===== config.mk =====
export PLATFORM = sky130hd
export DESIGN_NAME = tour_length_accumulator_top
export DESIGN_NICKNAME = d
export VERILOG_FILES = /design/src/rtl/core/tla_pkg.sv /design/src/rtl/core/tla_ctrl.sv /design/src/rtl/core/tla_dp.sv /design/src/rtl/core/tour_length_accumulator_top.sv
export SDC_FILE = /design/constraint.sdc
export NUM_CORES = 2
export LEC_CHECK = 0
export ABC_AREA = 0
export BUFFER_PORTS_ARGS = -buffer_cell sky130_fd_sc_hd__buf_2
export CORE_MARGIN = 2
export CORE_UTILIZATION = 41
export CTS_CLUSTER_SIZE = 14
export DETAILED_ROUTE_END_ITERATION = 8
export MAX_ROUTING_LAYER = met4
export SETUP_SLACK_MARGIN = 0.15
export SLEW_MARGIN = 15
export SYNTH_ARGS = -nofsm -noshare
export SYNTH_HDL_FRONTEND = slang
export SYNTH_SLANG_ARGS = --single-unit

===== constraint.sdc =====
create_clock -name clk -period 10 [get_ports clk]
set_clock_uncertainty 0.05 [all_clocks]
set_input_delay 2 -clock clk [delete_from_list [all_inputs] [get_ports clk]]
set_output_delay 2 -clock clk [all_outputs]
set_load 0.1 [all_outputs]

===== src/rtl/core/tla_pkg.sv =====
// Shared types and constants for the tour length accumulator.
package tla_pkg;

  localparam int COORD_W    = 20;
  localparam int SUM_W      = 28;
  localparam int PROD_W     = 2 * COORD_W;
  localparam int WORK_W     = 42;
  localparam int ROOT_W     = 21;
  localparam int ROOT_STEPS = 21;
  localparam int ITER_W     = 5;
  localparam int IN_DATA_W  = 40;
  localparam int OUT_DATA_W = 32;

  localparam logic [SUM_W-1:0] SUM_MAX = '1;
  localparam logic [WORK_W-1:0] ROOT_BIT_INIT = WORK_W'(1) << (2 * (ROOT_STEPS - 1));

  typedef enum logic [2:0] {
    ST_IDLE,
    ST_SQUARE,
    ST_ADD,
    ST_ROOT,
    ST_ACC,
    ST_EMIT
  } tla_state_t;

  typedef struct packed {
    logic capture;
    logic square;
    logic add;
    logic root_step;
    logic accumulate;
    logic emit;
  } tla_cmd_t;

  typedef struct packed {
    logic have_previous;
    logic last;
    logic out_free;
  } tla_status_t;

endpackage


===== src/rtl/core/tla_ctrl.sv =====
// Sequencer for one tour point: capture, square, add, root iterations, accumulate, emit.
module tla_ctrl (
  input  logic              clk,
  input  logic              rst,
  input  logic              in_valid,
  input  logic              in_last,
  output logic              in_ready,
  input  tla_pkg::tla_status_t status,
  output tla_pkg::tla_cmd_t    cmd
);
  import tla_pkg::*;

  tla_state_t        state, state_next;
  logic [ITER_W-1:0] iter, iter_next;

  always_ff @(posedge clk) begin
    if (rst) begin
      state <= ST_IDLE;
      iter  <= '0;
    end else begin
      state <= state_next;
      iter  <= iter_next;
    end
  end

  always_comb begin
    state_next = state;
    iter_next  = iter;
    cmd        = '0;
    in_ready   = 1'b0;
    unique case (state)
      ST_IDLE: begin
        in_ready = 1'b1;
        if (in_valid) begin
          cmd.capture = 1'b1;
          // first point of a tour is only stored
          if (status.have_previous) state_next = ST_SQUARE;
          else if (in_last)         state_next = ST_EMIT;
        end
      end
      ST_SQUARE: begin
        cmd.square = 1'b1;
        state_next = ST_ADD;
      end
      ST_ADD: begin
        cmd.add    = 1'b1;
        iter_next  = '0;
        state_next = ST_ROOT;
      end
      ST_ROOT: begin
        cmd.root_step = 1'b1;
        if (iter == ITER_W'(ROOT_STEPS - 1)) state_next = ST_ACC;
        else                                 iter_next  = iter + 1'b1;
      end
      ST_ACC: begin
        cmd.accumulate = 1'b1;
        state_next     = status.last ? ST_EMIT : ST_IDLE;
      end
      ST_EMIT: begin
        if (status.out_free) begin
          cmd.emit   = 1'b1;
          state_next = ST_IDLE;
        end
      end
      default: state_next = ST_IDLE;
    endcase
  end

endmodule


===== src/rtl/core/tla_dp.sv =====
// Datapath: previous point, squared distance, bit-serial square root, saturating sum, output register.
module tla_dp (
  input  logic                         clk,
  input  logic                         rst,
  input  logic [tla_pkg::COORD_W-1:0]  x_coord,
  input  logic [tla_pkg::COORD_W-1:0]  y_coord,
  input  logic                         last_point,
  input  tla_pkg::tla_cmd_t            cmd,
  output tla_pkg::tla_status_t         status,
  input  logic                         out_ready,
  output logic                         out_valid,
  output logic [tla_pkg::SUM_W-1:0]    total_length,
  output logic                         saturated
);
  import tla_pkg::*;

  logic [COORD_W-1:0] previous_x, previous_y;
  logic               have_previous;
  logic               last;
  logic [COORD_W-1:0] dx, dy;
  logic [PROD_W-1:0]  px, py;
  logic [WORK_W-1:0]  rem, root, bitv;
  logic [SUM_W-1:0]   running_sum;
  logic               sum_saturated;

  logic [WORK_W-1:0]  trial;
  logic [SUM_W:0]     sum_wide;

  assign trial    = root + bitv;
  assign sum_wide = {1'b0, running_sum} + (SUM_W + 1)'(root[ROOT_W-1:0]);

  always_ff @(posedge clk) begin
    if (rst) begin
      previous_x    <= '0;
      previous_y    <= '0;
      have_previous <= 1'b0;
      running_sum   <= '0;
      sum_saturated <= 1'b0;
      out_valid     <= 1'b0;
    end else begin
      if (cmd.capture) begin
        previous_x    <= x_coord;
        previous_y    <= y_coord;
        have_previous <= 1'b1;
      end
      if (cmd.accumulate) begin
        if (sum_wide >= {1'b0, SUM_MAX}) begin
          running_sum   <= SUM_MAX;
          sum_saturated <= 1'b1;
        end else begin
          running_sum <= sum_wide[SUM_W-1:0];
        end
      end
      if (cmd.emit) begin
        // tour finished: clear the previous point, sum and flag, and raise output valid
        previous_x    <= '0;
        previous_y    <= '0;
        have_previous <= 1'b0;
        running_sum   <= '0;
        sum_saturated <= 1'b0;
        out_valid     <= 1'b1;
      end else if (out_ready) begin
        out_valid <= 1'b0;
      end
    end
  end

  always_ff @(posedge clk) begin
    if (cmd.capture) begin
      last <= last_point;
      dx   <= (x_coord >= previous_x) ? x_coord - previous_x : previous_x - x_coord;
      dy   <= (y_coord >= previous_y) ? y_coord - previous_y : previous_y - y_coord;
    end
    if (cmd.square) begin
      px <= PROD_W'(dx) * PROD_W'(dx);
      py <= PROD_W'(dy) * PROD_W'(dy);
    end
    if (cmd.add) begin
      rem  <= WORK_W'(px) + WORK_W'(py);
      root <= '0;
      bitv <= ROOT_BIT_INIT;
    end
    if (cmd.root_step) begin
      if (rem >= trial) begin
        rem  <= rem - trial;
        root <= (root >> 1) + bitv;
      end else begin
        root <= root >> 1;
      end
      bitv <= bitv >> 2;
    end
    if (cmd.emit) begin
      total_length <= running_sum;
      saturated    <= sum_saturated;
    end
  end

  assign status.have_previous = have_previous;
  assign status.last          = last;
  assign status.out_free      = !out_valid || out_ready;

endmodule


===== src/rtl/core/tour_length_accumulator_top.sv =====
// Top level of the tour length accumulator: stream ports, sequencer and datapath.
// Later points pass through capture, square, add, 21 root iterations and accumulate; the
// first point of a tour is only captured, and a last point also passes through the emit step.
// The total is registered by the emit step after a last point is accepted, also for a single-point tour.
// A new tour starts while a total waits; the next total stalls in emit until it is taken.
// rst (synchronous, active high) clears the previous point, sum, flag and output valid.
module tour_length_accumulator_top (
  input  logic                            clk,
  input  logic                            rst,
  input  logic                            s_tvalid,
  output logic                            s_tready,
  input  logic [tla_pkg::IN_DATA_W-1:0]   s_tdata,   // [19:0] x_coord, [39:20] y_coord
  input  logic                            s_tlast,   // last_point
  output logic                            m_tvalid,
  input  logic                            m_tready,
  output logic [tla_pkg::OUT_DATA_W-1:0]  m_tdata    // [27:0] total_length, [28] saturated
);
  import tla_pkg::*;

  tla_cmd_t          cmd;
  tla_status_t       status;
  logic [SUM_W-1:0]  total_length;
  logic              saturated;

  tla_ctrl u_ctrl (
    .clk      (clk),
    .rst      (rst),
    .in_valid (s_tvalid),
    .in_last  (s_tlast),
    .in_ready (s_tready),
    .status   (status),
    .cmd      (cmd)
  );

  tla_dp u_dp (
    .clk          (clk),
    .rst          (rst),
    .x_coord      (s_tdata[COORD_W-1:0]),
    .y_coord      (s_tdata[2*COORD_W-1:COORD_W]),
    .last_point   (s_tlast),
    .cmd          (cmd),
    .status       (status),
    .out_ready    (m_tready),
    .out_valid    (m_tvalid),
    .total_length (total_length),
    .saturated    (saturated)
  );

  assign m_tdata = {{(OUT_DATA_W - SUM_W - 1){1'b0}}, saturated, total_length};

  // a last point always leaves the block busy in the cycle after it is taken
  a_last_busy : assert property (@(posedge clk) disable iff (rst)
    s_tvalid && s_tready && s_tlast |=> !s_tready)
    else $error("input taken straight after a last point");

  a_sat_max : assert property (@(posedge clk) disable iff (rst)
    m_tvalid && m_tdata[SUM_W] |-> m_tdata[SUM_W-1:0] == SUM_MAX)
    else $error("saturated flag without saturated total");

  a_emit_src : assert property (@(posedge clk) disable iff (rst)
    $rose(m_tvalid) |-> $past(cmd.emit))
    else $error("output valid without an emit");

endmodule


# After elaboration in Yosys (flattened, before gate mapping)
# Index checks and enable logic that the tools add are counted.
# W data, S select, Z words.
[op_classes] add_sub_neg=10 mul=2 div=0 order_cmp=4 n_eq_ne=11 n_shift=0 n_mux=31 bitwise=0 reduce_logical=10
[op_table] operator="$mux W42" n=6
[op_table] operator="$mul A20 B20 Y40" n=2
[op_table] operator="$sub A20 B20 Y20" n=4
[op_table] operator="$mux W39" n=2
[op_table] operator="$add A41 B41 Y42" n=1
[op_table] operator="$add A42 B41 Y42" n=1
[op_table] operator="$ge A42 B42 Y1" n=1
[op_table] operator="$sub A42 B42 Y42" n=1
[op_table] operator="$add A40 B40 Y41" n=1
[op_table] operator="$ge A20 B20 Y1" n=2
[op_table] operator="$mux W20" n=2
[op_table] operator="$add A28 B21 Y29" n=1
[op_table] operator="$ge A29 B28 Y1 const B" n=1
[op_table] operator="$mux W28" n=1
[op_table] operator="$mux W3" n=6
[op_table] operator="$pmux W3 S6" n=1
[op_table] operator="$mux W1" n=11
[op_table] operator="$pmux W5 S2" n=1
[op_table] operator="$eq A3 B2 Y1 const B" n=2
[op_table] operator="$eq A3 B3 Y1 const B" n=2
[op_table] operator="$ne A2 B2 Y1 const B" n=3
[op_table] operator="$reduce_bool A2 Y1" n=3
[op_table] operator="$add A5 B1 Y5 const B" n=1
[op_table] operator="$eq A5 B5 Y1 const B" n=1
[op_table] operator="other kinds (10)" n=11
[word_totals] ff_bits=334 latchBits=0 mem_bits_rw=0 rom_bits=0 inputBits=45 output_inout_bits=34 elab_cells=87 n_memories=0

# Depth between registers and ports, before layout
[depth] word_depth=5 ltp_mapped=30 depth_no_buf=29

# Hierarchy
# A second synthesis with hierarchy kept.
[hier_totals] cells_unflattened=4976 area_unflattened_um2=46076.7
[by_module_without_submodules] mod="tla_dp" instances=1 cells_per_inst=4903 area_each_um2=45494.9 seq_area_each_um2=8588.2
[by_module_without_submodules] mod="tla_ctrl" instances=1 cells_per_inst=68 area_each_um2=548.0 seq_area_each_um2=160.2
[by_module_without_submodules] mod="tour_length_accumulator_top" instances=1 cells_per_inst=5 area_each_um2=33.8 seq_area_each_um2=0.0

# Worst setup path before layout
# No wires, ideal clock.
[synth_path] path_type="register to register" from="register u_ctrl.state[0]" to="register u_ctrl.state[1]" setup_ns=0.085 t_arrival_ns=7.337 required_time_ns=9.865 setup_slack_ns=2.528 stages_incl_launch_ff=4 n_path_buf=1 period_less_slack_ns=7.472 path_cell_list="dfxtp_1 > clkbuf_1 > nor3b_1 > o221a_2"
[synth_between] elab_chain_cells=3 word_cells_on_any_way=12 cone_classes="eq/ne (9); mux (1); reduce/logical (2)"
[synth_rtl] item="from (decl)" line="tla_ctrl.sv:13" text="tla_state_t state, state_next;"
[synth_rtl] item="from (signal assigned)" line="tla_ctrl.sv:21" text="state <= state_next;"
[synth_rtl] item="$eq A3 B2 Y1, or another cell as far along" line="tla_ctrl.sv:31" text="unique case (state)"
[synth_rtl] item="$ne A2 B1 Y1 (no line), or another cell as far along"
[synth_rtl] item="$reduce_and A4 Y1 (no line)"
# Several ways; a longest one is shown, not always the timed one.
# A chain may end at the register's enable or synchronous reset.

# Final worst setup path
[layout_path] from="register u_dp.dy[2]" to="register u_dp.py[39], data pin"
[layout_between] elab_chain_cells=1
[layout_rtl] item="from (decl)" line="tla_dp.sv:20" text="logic [COORD_W-1:0] dx, dy;"
[layout_rtl] item="from (signal assigned)" line="tla_dp.sv:72" text="dy <= (y_coord >= previous_y) ? y_coord - previous_y : previous_y - y_coord;"
[layout_rtl] item="$mul A20 B20 Y40" line="tla_dp.sv:76" text="py <= PROD_W'(dy) * PROD_W'(dy);"
[layout_rtl] item="to (signal assigned)" line="tla_dp.sv:76"
[layout_rtl] item="to (decl)" line="tla_dp.sv:21" text="logic [PROD_W-1:0] px, py;"
# Every way passes these cells.

==> results.md <==
Synthesis:
- The biggest area contributor in the post-synthesis netlist is fa_1.
- The synthesized design contains 210 enable-type register cells.
- The average footprint of a synthesized cell is 9.21 um2.
- The dominant cell by count in the synthesized netlist is inv_1.
- The synthesized area is 0.0453 mm2.
- In the post-synthesis netlist, the biggest area contributors are fa_1, ha_1, edfxtp_1.
- Summing the areas of all compound-gate instances in the mapped netlist gives 13.6% of the synthesized area.
- The combinational family with the most area after synthesis is adder cells.
- Counting flops with an async set or reset pin after synthesis yields a share of 0%.
- The synthesized-area fraction occupied by xor and xnor cells is 5.80%.
- The synthesized design devotes to its leading area cell type 24.9% of total area.
- The synthesized design contains 332 register bits.
- Among all flip-flop cells after synthesis, the most frequent one is edfxtp_1.
- The total of warnings raised by yosys is 0.
- In this run, distinct cell masters in the synthesized netlist total 87.
- After synthesis, the most frequently instantiated cells are inv_1, fa_1, ha_1.
- Summing the sequential cell areas from Yosys gives 19.3% of the chip area.
- The mux share of post-synthesis cell area is 0.741%.
- Synthesis produced 4913 cells.
- The fraction of the mapped netlist area in adder cells is 39.5%.
- The synthesized-area fraction occupied by and/or/nand/nor cells is 12.8%.

Floorplan:
- The die is 336 um wide.
- The starting density of the core is 41.5%.
- The floorplan step defined a core boundary enclosing 0.109 mm2.
- Row generation in the floorplan step produced 121 rows.
- The die is 336 um tall.
- The boundary pin count is 79.
- The die covers 0.113 mm2.

Timing:
- Setup violations remaining at the end of the flow were counted as 0.
- For the pin with the worst max-slew slack, the measured transition is 1.10 ns.
- Headroom to the max-slew limit came out at 26.4%.
- The total negative setup slack is 0 ns.
- The number of pins exceeding their max-slew limit in the final report came to 0.
- The final critical-path required period is 8.20 ns.
- The number of endpoints with negative hold slack in the final report is 0.
- Setup repair after global routing left no endpoint under its margin.
- The post-layout worst setup margin is 1.80 ns.
- The part of the cycle the worst path needs is 82.0%.
- The maximum frequency from static timing analysis is 122 MHz.

Global routing:
- The via count of the first global-routing pass came to 34700.
- The first global-routing pass estimated 182000 um of wire.
- Across every metal layer, demand over resource in global routing totals 20.6%.
- The initial antenna violation count was 1.
- Entering global routing, the biggest net connects 68 pins.
- The remaining global-route overflow is 0.

CTS:
- The number of post-CTS setup repair buffers is 0.
- The number of levels the H-tree was split into is 2.
- TritonCTS built the clock tree.
- Clock tree synthesis inserted a total of 43 buffers.
- The number of buffers inserted by hold repair at cts is 0.
- The root buffer selected by CTS is clkbuf_16.
- Once the clock tree was built, the resizer swapped 0 gates to a different size.
- For the worst-skew pair, the clock arrives at the later sink with an insertion delay of 0.61 ns.
- The number of sinks on the clock net is 332.
- After clock tree synthesis, the clock-pin slew on the worst setup and hold paths is 0.06 ns.
- The clock tree buffer depth is 3.

Finish:
- After the last flow step, the layout net total stands at 6016.
- Summing all flip-flop and latch instances after layout gives 0.00875 mm2.
- The layout overhead on the synthesized area is 7.16%.
- The multi-input combinational cells in the finished layout cover a total of 0.0328 mm2.
- Cells fill 44.4% of the core in the end.
- The antenna cell count is 0.
- The share of layout cells above drive strength 1 is 5.29%.
- After filler insertion, the fill cell instance count of the layout stands at 10600.

Detailed routing:
- The via count is 33300.
- The average routed wire per standard cell is 17.2 um.
- The remaining number of nets flagged by the antenna check after routing is 0.
- The pre-antenna-repair detailed-routing pass consisted of 6 iterations.
- In the routed layout, each cell is associated on average with a via count of 5.21.
- After detailed routing, the number of remaining DRC violations is 0.
- The detailed router's first-iteration violation count is 1709.
- The final routed wirelength across all metal layers is 110000 um.

Job:
- Max-cap violations in this run came to 0.

Setup path:
- The sort of element at the end of the critical path is a flip-flop.
- Of all nets on the critical path, the largest fanout is 25.
- The critical path is of the flip-flop to flip-flop type.
- The kind of start point of the critical path is a flip-flop.
- The required time at the worst-slack endpoint is 10.31 ns.
- Data on the critical path arrives at its endpoint at 8.51 ns.

Place:
- The wire-length estimate of the detail-placed layout is 87800 um.
- The global placer's final weighted congestion is 0.892.
- The worst setup slack after placement is 1.75 ns.
- In this run the tool buffered the top-level ports with 75 buffer cells.

Hold path:
- The class of the tightest hold or removal check is flip-flop to flip-flop.

Status:
- The run finished with clean final reports.
==> path summary, 6_finish.rpt <==
check,startpoint,slack (ns),endpoint,cells past startpoint
max,u_dp.dy[2],1.80,u_dp.py[39],25
min,u_dp.sum_saturated,0.40,u_dp.saturated,0
max reg2reg,u_dp.dy[2],1.80,u_dp.py[39],25
min reg2reg,u_dp.sum_saturated,0.40,u_dp.saturated,0
==> final cells by class <==
type                            count  share of cell area, %
Tap cell                         1476                   3.81
Sequential cell                   332                   18.0
Multi-Input combinational cell   3598                   67.7
Clock inverter                     29                  0.733
Clock buffer                       50                   2.29
Inverter                          801                   6.20
Timing Repair Buffer              105                   1.24
==> sequential cells by signal, summed over array words and instances, names as in the netlist <==
name	cells
u_ctrl.iter	5
u_ctrl.state	3
u_dp.bitv	21
u_dp.dx	20
u_dp.dy	20
u_dp.have_previous	1
u_dp.last	1
u_dp.out_valid	1
u_dp.previous_x	20
u_dp.previous_y	20
u_dp.px	39
u_dp.py	39
u_dp.rem	42
u_dp.root	42
u_dp.running_sum	28
u_dp.saturated	1
u_dp.sum_saturated	1
u_dp.total_length	28
==> metal layers <==
metal	vias up	track usage [%]	routed length, um
met3	143	2.12	4110
met1	16400	26.1	48800
met2	554	35.2	54100
met5	-	-	0
li1	16200	-	-
met4	0	4.92	2660
==> cells by family (layout without fill, tap and decap cells) <==
group,after synthesis,after routing
xor gates and xnor gates,300,300
adders and majority gates,1091,1091
DFF,332,332
buffers and inverters,985,985
other,1,3
AOI/OAI and AO/OA,940,940
muxes,32,32
and+or+nand+nor,1232,1232
==> worst max-delay path, cell delays in order (launching register included) <==
cell and delay, ns:
edfxtp_1 1.07, nand2_1 0.24, inv_1 0.12, fa_1 0.44
fa_1 0.51, inv_1 0.05, fa_1 0.49, inv_1 0.05
fa_1 0.49, fa_1 0.46, fa_1 0.51, inv_1 0.05
fa_1 0.50, inv_1 0.05, ha_1 0.35, a21o_1 0.18
a21o_1 0.17, a21oi_1 0.19, o21ai_0 0.12, a21oi_1 0.54
o31ai_1 0.22, a31o_2 0.29, a31oi_1 0.22, o21ai_0 0.20
nor4_1 0.30, nor3_1 0.09
==> layout by cell type, fill, tap and decap left out, types with 18 or more instances in the layout <==
cell type	count
a211oi_1	55
a31oi_1	53
nand2_1	498
nand4_1	51
a21o_1	123
and2_1	160
fa_1	562
nand3_1	45
o21ai_0	146
o21a_1	30
xor2_1	130
o21bai_1	37
mux2i_1	20
nor2b_1	43
a21oi_1	314
inv_1	798
ha_1	528
a31o_2	18
buf_4	30
xnor2_1	170
and3_1	42
clkbuf_16	43
nor2_1	237
nand2b_1	38
dfxtp_1	122
buf_2	75
o211ai_1	21
edfxtp_1	210
nor3_1	44
==> per-stage QoR <==
step / hold slack, ns / cell area (um2) / cells
final: 0.397 / 48500 / 6391
after floorplan: 0.356 / 45300 / 4915
after global placement: 0.370 / 47000 / 6312
after CTS: 0.390 / 48500 / 6391
after detailed placement: 0.379 / 47000 / 6312
after global routing: 0.395 / 48500 / 6391
Power is left out: the tool's default activity adds up to more than one toggle a clock period on the data nets, which glitch-free logic cannot reach.
